[config.mk]
export PLATFORM = sky130hd
export DESIGN_NAME = stable_matching_engine_flat
export DESIGN_NICKNAME = d
export VERILOG_FILES = /design/src/sv/sme_pkg.sv /design/src/sv/sme_if.sv /design/src/sv/sme_ram.sv /design/src/sv/stable_matching_engine.sv /design/src/flat_wrapper.sv
export SDC_FILE = /design/constraint.sdc
export NUM_CORES = 2
export LEC_CHECK = 0
export ABC_AREA = 1
export BUFFER_PORTS_ARGS = -buffer_cell sky130_fd_sc_hd__buf_4
export CORE_ASPECT_RATIO = 1.25
export CORE_MARGIN = 4
export CORE_UTILIZATION = 28
export CTS_CLUSTER_DIAMETER = 120
export DETAILED_ROUTE_END_ITERATION = 7
export GPL_ROUTABILITY_DRIVEN = 0
export PLACE_DENSITY = 0.5
export SETUP_SLACK_MARGIN = 0.4
export SYNTH_ARGS = -nofsm -noshare
export SYNTH_HDL_FRONTEND = slang
export SYNTH_SLANG_ARGS = --single-unit
[constraint.sdc]
create_clock -name clk -period 7.5 [get_ports clk]
set_clock_uncertainty 0.05 [all_clocks]
set_input_delay 0.75 -clock clk [delete_from_list [all_inputs] [get_ports clk]]
set_output_delay 0.75 -clock clk [all_outputs]
set_load 0.03 [all_outputs]
[src/sv/sme_pkg.sv]
package sme_pkg;

  localparam int MODE_W = 2;
  localparam int FIELD_W = 4;
  localparam int SIZE_W = 5;
  localparam logic [SIZE_W-1:0] SIZE_RESET = 5'd16;
  // results per run are capped by the 4-bit index fields
  localparam int MAX_RESULTS = 16;

  localparam logic [MODE_W-1:0] MODE_LOAD_PROP = 2'd0;
  localparam logic [MODE_W-1:0] MODE_LOAD_ACC  = 2'd1;
  localparam logic [MODE_W-1:0] MODE_START     = 2'd2;

  typedef enum logic [2:0] {
    ST_IDLE,
    ST_PICK,
    ST_LIST,
    ST_RANK_P,
    ST_RANK_C,
    ST_EMIT
  } state_t;

endpackage

[src/sv/sme_if.sv]
interface sme_in_if;
  logic                         valid;
  logic                         ready;
  logic [sme_pkg::MODE_W-1:0]   mode;
  logic [sme_pkg::FIELD_W-1:0]  row;
  logic [sme_pkg::FIELD_W-1:0]  position;
  logic [sme_pkg::FIELD_W-1:0]  element;

  modport source (output valid, mode, row, position, element, input ready);
  modport sink (input valid, mode, row, position, element, output ready);
endinterface

interface sme_out_if;
  logic                         valid;
  logic                         ready;
  logic [sme_pkg::FIELD_W-1:0]  acceptor_index;
  logic [sme_pkg::FIELD_W-1:0]  matched_proposer;
  logic                         last;

  modport source (output valid, acceptor_index, matched_proposer, last, input ready);
  modport sink (input valid, acceptor_index, matched_proposer, last, output ready);
endinterface

interface sme_cfg_if;
  logic                         valid;
  logic                         ready;
  logic [sme_pkg::SIZE_W-1:0]   data;

  modport source (output valid, data, input ready);
  modport sink (input valid, data, output ready);
endinterface

[src/sv/sme_ram.sv]
module sme_ram #(
  parameter int WIDTH = 4,
  parameter int DEPTH = 256
) (
  input  logic                     clk,
  input  logic                     we,
  input  logic [$clog2(DEPTH)-1:0] waddr,
  input  logic [WIDTH-1:0]         wdata,
  input  logic [$clog2(DEPTH)-1:0] raddr,
  output logic [WIDTH-1:0]         rdata
);

  logic [WIDTH-1:0] mem [DEPTH];

  always_ff @(posedge clk) begin
    if (we) begin
      mem[waddr] <= wdata;
    end
    rdata <= mem[raddr];
  end

endmodule

[src/sv/stable_matching_engine.sv]
// Channel  Dir  Beat payload                                   Accepted when
// cfg_ch   in   data = set_size                                cfg_ch.valid & cfg_ch.ready
// in_ch    in   mode, row, position, element                   in_ch.valid & in_ch.ready
// out_ch   out  acceptor_index, matched_proposer, last         out_ch.valid & out_ch.ready
//
// A start beat runs up to n*n proposals, each a pick and a list read (free acceptor or
// choice outside the set) plus two rank reads when contested (one rank memory port),
// then a pick that finds no proposer left, then one result per acceptor.
// in_ch.ready is high only between runs; cfg_ch is always ready.
// Synchronous active-low reset; the preference memories are not cleared.
// Results stall in the output register while out_ch.ready is low.
module stable_matching_engine #(
  parameter int MAX_ELEMENTS = 16
) (
  input  logic           clk,
  input  logic           rst_n,
  sme_cfg_if.sink        cfg_ch,
  sme_in_if.sink         in_ch,
  sme_out_if.source      out_ch
);

  localparam int SL = (MAX_ELEMENTS < sme_pkg::MAX_RESULTS) ? MAX_ELEMENTS
                                                            : sme_pkg::MAX_RESULTS;
  localparam int SW = $clog2(SL);
  localparam int NW = $clog2(SL + 1);
  localparam int TD = MAX_ELEMENTS * MAX_ELEMENTS;
  localparam int AW = $clog2(TD);
  localparam int FW = sme_pkg::FIELD_W;
  localparam int CW = sme_pkg::SIZE_W;

  sme_pkg::state_t state_r, state_nxt;

  logic [CW-1:0] set_size_r, set_size_nxt;
  logic [NW-1:0] n_r, n_nxt;
  logic [SL-1:0] free_r, free_nxt;
  logic [SL-1:0] held_r, held_nxt;
  logic [NW-1:0] next_r [SL];
  logic [NW-1:0] next_nxt [SL];
  logic [SW-1:0] match_r [SL];
  logic [SW-1:0] match_nxt [SL];
  logic [SW-1:0] p_r, p_nxt;
  logic [SW-1:0] a_r, a_nxt;
  logic [SW-1:0] cur_r, cur_nxt;
  logic [FW-1:0] rank_p_r, rank_p_nxt;
  logic [SW-1:0] emit_r, emit_nxt;

  logic          out_valid_r, out_valid_nxt;
  logic [FW-1:0] out_acc_r, out_acc_nxt;
  logic [FW-1:0] out_prop_r, out_prop_nxt;
  logic          out_last_r, out_last_nxt;

  logic          in_fire, cfg_fire, load_ok;
  logic [SL-1:0] in_set, cand;
  logic          any_cand;
  logic [SW-1:0] pick;
  logic [NW-1:0] np;
  logic [FW-1:0] list_rdata, rank_rdata;
  logic [AW-1:0] list_raddr, rank_raddr;
  logic          list_we, rank_we;
  logic [AW-1:0] list_waddr, rank_waddr;
  logic          a_ok;
  logic [SW-1:0] a_idx;
  logic          rank_better;
  logic          emit_last, out_load;
  logic [NW-1:0] n_start;

  assign cfg_ch.ready = 1'b1;
  assign cfg_fire     = cfg_ch.valid && cfg_ch.ready;
  assign in_ch.ready  = (state_r == sme_pkg::ST_IDLE);
  assign in_fire      = in_ch.valid && in_ch.ready;

  assign out_ch.valid            = out_valid_r;
  assign out_ch.acceptor_index   = out_acc_r;
  assign out_ch.matched_proposer = out_prop_r;
  assign out_ch.last             = out_last_r;

  // loads outside the table are dropped
  assign load_ok = (int'(in_ch.row) < MAX_ELEMENTS) && (int'(in_ch.position) < MAX_ELEMENTS)
                && (int'(in_ch.element) < MAX_ELEMENTS);

  assign list_we    = in_fire && load_ok && (in_ch.mode == sme_pkg::MODE_LOAD_PROP);
  assign rank_we    = in_fire && load_ok && (in_ch.mode == sme_pkg::MODE_LOAD_ACC);
  assign list_waddr = AW'(in_ch.row) * AW'(MAX_ELEMENTS) + AW'(in_ch.position);
  assign rank_waddr = AW'(in_ch.row) * AW'(MAX_ELEMENTS) + AW'(in_ch.element);

  always_comb begin
    n_start = NW'(set_size_r);
    if (set_size_r == '0) begin
      n_start = NW'(1);
    end else if (int'(set_size_r) > SL) begin
      n_start = NW'(SL);
    end
  end

  // lowest free proposer that still has choices
  always_comb begin
    for (int i = 0; i < SL; i++) begin
      in_set[i] = (i < int'(n_r));
      cand[i]   = free_r[i] && in_set[i] && (next_r[i] < n_r);
    end
  end

  always_comb begin
    pick = '0;
    for (int i = SL - 1; i >= 0; i--) begin
      if (cand[i]) begin
        pick = SW'(i);
      end
    end
  end

  assign any_cand   = |cand;
  assign np         = next_r[pick];
  assign list_raddr = AW'(pick) * AW'(MAX_ELEMENTS) + AW'(np);

  assign a_ok  = (CW'(list_rdata) < CW'(n_r));
  assign a_idx = SW'(list_rdata);

  // first read is the newcomer's rank, second the current holder's
  assign rank_raddr = (state_r == sme_pkg::ST_LIST)
                    ? AW'(a_idx) * AW'(MAX_ELEMENTS) + AW'(p_r)
                    : AW'(a_r) * AW'(MAX_ELEMENTS) + AW'(cur_r);
  assign rank_better = (rank_p_r < rank_rdata);

  assign emit_last = ((CW'(emit_r) + CW'(1)) == CW'(n_r));
  assign out_load  = (state_r == sme_pkg::ST_EMIT) && (!out_valid_r || out_ch.ready);

  sme_ram #(.WIDTH(FW), .DEPTH(TD)) u_list_ram (
    .clk   (clk),
    .we    (list_we),
    .waddr (list_waddr),
    .wdata (in_ch.element),
    .raddr (list_raddr),
    .rdata (list_rdata)
  );

  sme_ram #(.WIDTH(FW), .DEPTH(TD)) u_rank_ram (
    .clk   (clk),
    .we    (rank_we),
    .waddr (rank_waddr),
    .wdata (in_ch.position),
    .raddr (rank_raddr),
    .rdata (rank_rdata)
  );

  always_comb begin
    state_nxt = state_r;
    case (state_r)
      sme_pkg::ST_IDLE: begin
        if (in_fire && (in_ch.mode == sme_pkg::MODE_START)) begin
          state_nxt = sme_pkg::ST_PICK;
        end
      end
      sme_pkg::ST_PICK: begin
        state_nxt = any_cand ? sme_pkg::ST_LIST : sme_pkg::ST_EMIT;
      end
      sme_pkg::ST_LIST: begin
        if (a_ok && held_r[a_idx]) begin
          state_nxt = sme_pkg::ST_RANK_P;
        end else begin
          state_nxt = sme_pkg::ST_PICK;
        end
      end
      sme_pkg::ST_RANK_P: state_nxt = sme_pkg::ST_RANK_C;
      sme_pkg::ST_RANK_C: state_nxt = sme_pkg::ST_PICK;
      sme_pkg::ST_EMIT: begin
        if (out_load && emit_last) begin
          state_nxt = sme_pkg::ST_IDLE;
        end
      end
      default: state_nxt = sme_pkg::ST_IDLE;
    endcase
  end

  always_comb begin
    set_size_nxt = cfg_fire ? cfg_ch.data : set_size_r;
    n_nxt        = n_r;
    free_nxt     = free_r;
    held_nxt     = held_r;
    next_nxt     = next_r;
    match_nxt    = match_r;
    p_nxt        = p_r;
    a_nxt        = a_r;
    cur_nxt      = cur_r;
    rank_p_nxt   = rank_p_r;
    emit_nxt     = emit_r;

    case (state_r)
      sme_pkg::ST_IDLE: begin
        if (in_fire && (in_ch.mode == sme_pkg::MODE_START)) begin
          n_nxt    = n_start;
          free_nxt = '1;
          held_nxt = '0;
          for (int i = 0; i < SL; i++) begin
            next_nxt[i] = '0;
          end
        end
      end
      sme_pkg::ST_PICK: begin
        emit_nxt = '0;
        if (any_cand) begin
          p_nxt          = pick;
          next_nxt[pick] = np + NW'(1);
        end
      end
      sme_pkg::ST_LIST: begin
        if (a_ok) begin
          if (!held_r[a_idx]) begin
            held_nxt[a_idx]  = 1'b1;
            match_nxt[a_idx] = p_r;
            free_nxt[p_r]    = 1'b0;
          end else begin
            a_nxt   = a_idx;
            cur_nxt = match_r[a_idx];
          end
        end
      end
      sme_pkg::ST_RANK_P: begin
        rank_p_nxt = rank_rdata;
      end
      sme_pkg::ST_RANK_C: begin
        // ties keep the current holder
        if (rank_better) begin
          match_nxt[a_r] = p_r;
          free_nxt[p_r]  = 1'b0;
          free_nxt[cur_r] = 1'b1;
        end
      end
      sme_pkg::ST_EMIT: begin
        if (out_load && !emit_last) begin
          emit_nxt = emit_r + SW'(1);
        end
      end
      default: ;
    endcase
  end

  always_comb begin
    out_valid_nxt = out_valid_r;
    out_acc_nxt   = out_acc_r;
    out_prop_nxt  = out_prop_r;
    out_last_nxt  = out_last_r;
    if (out_load) begin
      out_valid_nxt = 1'b1;
      out_acc_nxt   = FW'(emit_r);
      out_prop_nxt  = held_r[emit_r] ? FW'(match_r[emit_r]) : '0;
      out_last_nxt  = emit_last;
    end else if (out_ch.ready) begin
      out_valid_nxt = 1'b0;
    end
  end

  always_ff @(posedge clk) begin
    if (!rst_n) begin
      state_r     <= sme_pkg::ST_IDLE;
      set_size_r  <= sme_pkg::SIZE_RESET;
      n_r         <= '0;
      free_r      <= '1;
      held_r      <= '0;
      emit_r      <= '0;
      out_valid_r <= 1'b0;
      for (int i = 0; i < SL; i++) begin
        next_r[i] <= '0;
      end
    end else begin
      state_r     <= state_nxt;
      set_size_r  <= set_size_nxt;
      n_r         <= n_nxt;
      free_r      <= free_nxt;
      held_r      <= held_nxt;
      emit_r      <= emit_nxt;
      out_valid_r <= out_valid_nxt;
      next_r      <= next_nxt;
    end
  end

  always_ff @(posedge clk) begin
    match_r    <= match_nxt;
    p_r        <= p_nxt;
    a_r        <= a_nxt;
    cur_r      <= cur_nxt;
    rank_p_r   <= rank_p_nxt;
    out_acc_r  <= out_acc_nxt;
    out_prop_r <= out_prop_nxt;
    out_last_r <= out_last_nxt;
  end

`ifndef NO_ASSERTIONS
  // outside idle, held acceptors plus free proposers in the set add up to the set size
  a_match_count: assert property (@(posedge clk) disable iff (!rst_n)
    (state_r != sme_pkg::ST_IDLE) |->
      ($countones(held_r) + $countones(free_r & in_set) == int'(n_r)))
    else $error("held and free counts disagree with set size");

  a_emit_range: assert property (@(posedge clk) disable iff (!rst_n)
    (state_r == sme_pkg::ST_EMIT) |-> (CW'(emit_r) < CW'(n_r)))
    else $error("result index beyond set size");

  a_out_hold: assert property (@(posedge clk) disable iff (!rst_n)
    (out_ch.valid && !out_ch.ready) |=>
      (out_ch.valid && $stable(out_ch.acceptor_index) && $stable(out_ch.matched_proposer)
       && $stable(out_ch.last)))
    else $error("stalled result beat changed");

  a_start_init: assert property (@(posedge clk) disable iff (!rst_n)
    (in_fire && (in_ch.mode == sme_pkg::MODE_START)) |=>
      ((held_r == '0) && (state_r == sme_pkg::ST_PICK)))
    else $error("run did not start from a cleared matching");
`endif

endmodule
[src/flat_wrapper.sv]
// flat-port wrapper written by rule: the top's interface ports become plain ports
module stable_matching_engine_flat 
#(
  parameter int MAX_ELEMENTS = 16
)
  (clk, rst_n, cfg_ch_valid, cfg_ch_data, cfg_ch_ready, in_ch_valid, in_ch_mode, in_ch_row, in_ch_position, in_ch_element, in_ch_ready, out_ch_valid, out_ch_acceptor_index, out_ch_matched_proposer, out_ch_last, out_ch_ready);
  sme_cfg_if cfg_ch_i ();
  sme_in_if in_ch_i ();
  sme_out_if out_ch_i ();
  input  logic clk;
  input  logic rst_n;
  input wire logic [$bits(cfg_ch_i.valid)-1:0] cfg_ch_valid;
  input wire logic [$bits(cfg_ch_i.data)-1:0] cfg_ch_data;
  output wire logic [$bits(cfg_ch_i.ready)-1:0] cfg_ch_ready;
  input wire logic [$bits(in_ch_i.valid)-1:0] in_ch_valid;
  input wire logic [$bits(in_ch_i.mode)-1:0] in_ch_mode;
  input wire logic [$bits(in_ch_i.row)-1:0] in_ch_row;
  input wire logic [$bits(in_ch_i.position)-1:0] in_ch_position;
  input wire logic [$bits(in_ch_i.element)-1:0] in_ch_element;
  output wire logic [$bits(in_ch_i.ready)-1:0] in_ch_ready;
  output wire logic [$bits(out_ch_i.valid)-1:0] out_ch_valid;
  output wire logic [$bits(out_ch_i.acceptor_index)-1:0] out_ch_acceptor_index;
  output wire logic [$bits(out_ch_i.matched_proposer)-1:0] out_ch_matched_proposer;
  output wire logic [$bits(out_ch_i.last)-1:0] out_ch_last;
  input wire logic [$bits(out_ch_i.ready)-1:0] out_ch_ready;
  assign cfg_ch_i.valid = cfg_ch_valid;
  assign cfg_ch_i.data = cfg_ch_data;
  assign cfg_ch_ready = cfg_ch_i.ready;
  assign in_ch_i.valid = in_ch_valid;
  assign in_ch_i.mode = in_ch_mode;
  assign in_ch_i.row = in_ch_row;
  assign in_ch_i.position = in_ch_position;
  assign in_ch_i.element = in_ch_element;
  assign in_ch_ready = in_ch_i.ready;
  assign out_ch_valid = out_ch_i.valid;
  assign out_ch_acceptor_index = out_ch_i.acceptor_index;
  assign out_ch_matched_proposer = out_ch_i.matched_proposer;
  assign out_ch_last = out_ch_i.last;
  assign out_ch_i.ready = out_ch_ready;
  stable_matching_engine #(.MAX_ELEMENTS(MAX_ELEMENTS)) u_core (.clk(clk), .rst_n(rst_n), .cfg_ch(cfg_ch_i), .in_ch(in_ch_i), .out_ch(out_ch_i));
endmodule
==> key figures <==
Timing
  – Worst Max-Slew Pin Slew: 1.37 ns
  – RSZ-0062 raised after global routing: false
  – Achievable frequency: 0.153 GHz
  – Final Max Slew Viols: 0
  – Setup tns final: 0 ns
  – Relative max-transition margin: 8.49%
  – Clock period minus worst slack: 6.55 ns
  – Final period util: 87.4%
  – Final setup vio count: 0
  – Hold Vio Cnt, Final: 0

Placed design
  – Dpl hpwl: 180000 um
  – IO buf count: 34
  – Dpl cells: 13500

Setup path
  – Worst setup EP type: flip-flop
  – R2r worst-path depth: 27
  – R2R Path Start: u_core.n_r[4]$_SDFFE_PN0P_
  – Largest stage delay, worst path: 0.52 ns
  – Max stage delay cell, worst path: inv_8
  – CP delay by family, top: simple AND/OR/NAND/NOR gates
  – Worst path required time: 8.23 ns
  – Crit Path Category: reg2reg
  – CP Launch Type: flip-flop
  – Buf+Inv Stages, Crit Path: 5
  – Max FO, Critical Path: 99
  – Data arrival time of the worst path: 7.28 ns
  – Flop-to-flop setup slack: between 0.9 and 1 ns
  – RR Endpoint: u_core.u_list_ram.rdata[0]$_DFF_P_
  – Crit path top cell by count: nand3_1

Clock network
  – Clock sinks: 2275
  – Resize count post-CTS: 0
  – Worst skew pair latency: just under 0.9 ns
  – Longest Clk Path Bufs: 4
  – CTS Hold Bufs: 1
  – Total CTS buffers: 230
  – Setup bufs post-CTS: 0
  – Root Buffer: clkbuf_16
  – CTS clk-pin slew, worst paths: around 0.06 ns
  – H-Tree Level Count: 4
  – TritonCTS clock tree: yes

Flow run
  – Max_cap viols: 0

Route
  – Final wirelength: around 300000 um
  – Pre-Repair DR Iteration Count: 6
  – Routed vias: 68500
  – Final antenna-violating net count: 0
  – Routed len/inst: 21.5 um
  – Vias per inst: approximately 4.9
  – Number of remaining DRC errors: 0
  – DRT iter0 DRCs: 5869

Logic synthesis
  – Register area share after synthesis: 67.6%
  – Commonest cells in the netlist: edfxtp_1 (2137), nand2_1 (1404), nor2_1 (1400), nand3_1 (888), inv_1 (855)
  – Most frequent cell after synthesis: edfxtp_1
  – YS warnings: 0
  – Synthesized area per cell: 10.7 um^2
  – Post-synth EDFFs: 2137
  – Post-Syn Area: 99000 um^2
  – Mapped Nets: 9318
  – Most used DFF post-synth: edfxtp_1
  – Synth top area cells: edfxtp_1 (65%), nand2_1 (5.3%), nor2_1 (5.3%), nand3_1 (4.5%), o21ai_0 (3.8%)
  – Cell taking the most area after synthesis: edfxtp_1
  – Flops & latches, synth: 2275
  – Async SR Flop Fraction: 0%
  – Syn Inst Count: just over 9000
  – Top cell type's share of synthesized area: ~65%
  – Distinct cell type count after synthesis: 58

Hold path
  – Worst hold path type: in2reg
  – Hold wc startpoint: cfg_ch_data[0]
  – Min-Delay Path Depth: 3
  – Worst hold endpoint: u_core.set_size_r[0]$_SDFFE_PN0P_

Die
  – Die area: 363000 um^2
  – Die H: between 600 and 700 um
  – Num rows: 243
  – Chip Width: 540 um
  – IO Pins: 36
  – Core area: ~350000 um^2
  – Initial Util: 28.2%

GRT
  – Initial antenna violation count: 7
  – Number of global-route vias before repair: 68500
  – Largest net degree at the start of global routing: 239
  – GRT Util Overall: 15.8%
  – Gr ovfl total: 0
  – First-pass GRT wire length: between 400000 and 500000 um

Layout
  – Non-filler cells, final: 13900
  – Fillers: 35600
  – Nets: 9143
  – Area Growth Syn to Fin: 12.4%
  – Fraction of layout cells with a size suffix above 1: 6.04%

Power and ir drop
  – Power Dens Cells: ~290 nW/um^2
  – LEAKAGE: 38.2 nW
  – Worst VDD drop: 0.501 mV

Outcome
  – Status: complete, no violations
[how the worst max path moves through the flow]
| stage | start | endpoint | slack, ns | cells after the start |
|---|---|---|---|---|
| after floorplan | u_core.n_r[2]$_SDFFE_PN0P_ | u_core.u_list_ram.rdata[2]$_DFF_P_ | 2.86 | 37 |
| after global placement | u_core.n_r[3]$_SDFFE_PN0P_ | u_core.u_list_ram.rdata[3]$_DFF_P_ | 1.08 | 34 |
| after detailed placement | u_core.n_r[4]$_SDFFE_PN0P_ | u_core.u_list_ram.rdata[0]$_DFF_P_ | 1.06 | 27 |
| after CTS | u_core.n_r[4]$_SDFFE_PN0P_ | u_core.u_list_ram.rdata[0]$_DFF_P_ | 1.05 | 27 |
| after global routing | u_core.n_r[4]$_SDFFE_PN0P_ | u_core.u_list_ram.rdata[3]$_DFF_P_ | 0.54 | 30 |
| final | u_core.n_r[4]$_SDFFE_PN0P_ | u_core.u_list_ram.rdata[0]$_DFF_P_ | 0.95 | 27 |
[tightest hold or removal path, delay by kind of cell]
| family | cells | cell delay (ns) |
|---|---|---|
| simple gates | 2 | 0.13 |
| buf+inv | 1 | 0.08 |
[through the flow]
stage / setup slack (ns) / power, mW / utilization [%] / hold slack (ns) / area (um^2)
floorplan: 2.86 / 18.8 / - / 0.353 / 99000
global placement: 1.08 / 21.1 / 29.6 / 0.367 / 104000
detailed placement: 1.06 / 21.1 / 29.6 / 0.365 / 104000
CTS: 1.05 / 32.4 / 31.7 / 0.0126 / 111000
global route: 0.544 / 33.5 / 31.7 / 0.0671 / 111000
finish: 0.948 / 32.1 / 31.7 / 0.0767 / 111000
[report_power, final]
part	internal, mW	total (mW)	leakage [nW]	switching, mW
clock network	6.43	11.3	3.53	4.87
registers	14.0	14.1	20.3	0.106
logic	1.81	6.76	14.4	4.95
[final cells by class]
class / instances / area (um^2) / area share (%)
Tap cell: 4655 / 5820 / 5.24
Multi-Input combinational cell: 5485 / 26300 / 23.7
Antenna cell: 3 / 7.51 / 0.00675
Inverter: 881 / 3330 / 2.99
Timing Repair Buffer: 172 / 1580 / 1.42
Sequential cell: 2275 / 66900 / 60.2
Clock buffer: 290 / 6040 / 5.43
Clock inverter: 121 / 1220 / 1.10
[registers in the layout, summed over array words and instances (netlist names), 3 cells and up]
name,flops
u_core.u_list_ram.mem,1024
u_core.set_size_r,5
u_core.emit_r,4
u_core.u_rank_ram.mem,1024
u_core.match_r,64
u_core.u_rank_ram.rdata,4
u_core.out_ch.matched_proposer,4
u_core.free_r,16
u_core.cur_r,4
u_core.state_r,3
u_core.p_r,4
u_core.n_r,5
u_core.out_ch.acceptor_index,4
u_core.u_list_ram.rdata,4
u_core.next_r,80
u_core.rank_p_r,4
u_core.held_r,16
u_core.a_r,4
[cells in the final DEF, fill, tap and decap left out, types with 22 or more instances in the layout]
cell       netlist  routed
edfxtp_1      2137    2137
nand2_1       1404    1400
nor2_1        1400    1399
nand3_1        888     887
inv_1          855     851
o21ai_0        759     757
o22ai_1        292     292
clkbuf_16        0     232
o211ai_1       207     207
a21oi_1        152     152
buf_4           30     144
dfxtp_1        138     138
ha_1            74      74
o221ai_1        66      66
clkbuf_1       384      56
clkinv_1         7      46
clkinv_2         1      41
nor3_1          40      38
o21bai_1        33      33
nand4_1         32      32
bufinv_16        0      22
[cells by family after synthesis]
logic type | share of synthesized area, %
compound gates | 9.46
xor+xnor | 0.0948
fa+ha+maj | 0.936
buf+inv | 5.89
flops | 67.6
other cells | 0.00379
simple gates | 16.0
[layer usage]
metal | global-route usage, % | part of all wire, % | vias to the layer above
met4 | 5.68 | 3.7 | 2
met2 | 28.2 | 50 | 2215
met1 | 19.8 | 41 | 34000
li1 | - | - | 31800
met3 | 1.81 | 5.2 | 490
met5 | 0 | 0.0027 | -
Power figures use the tool's default switching activity.
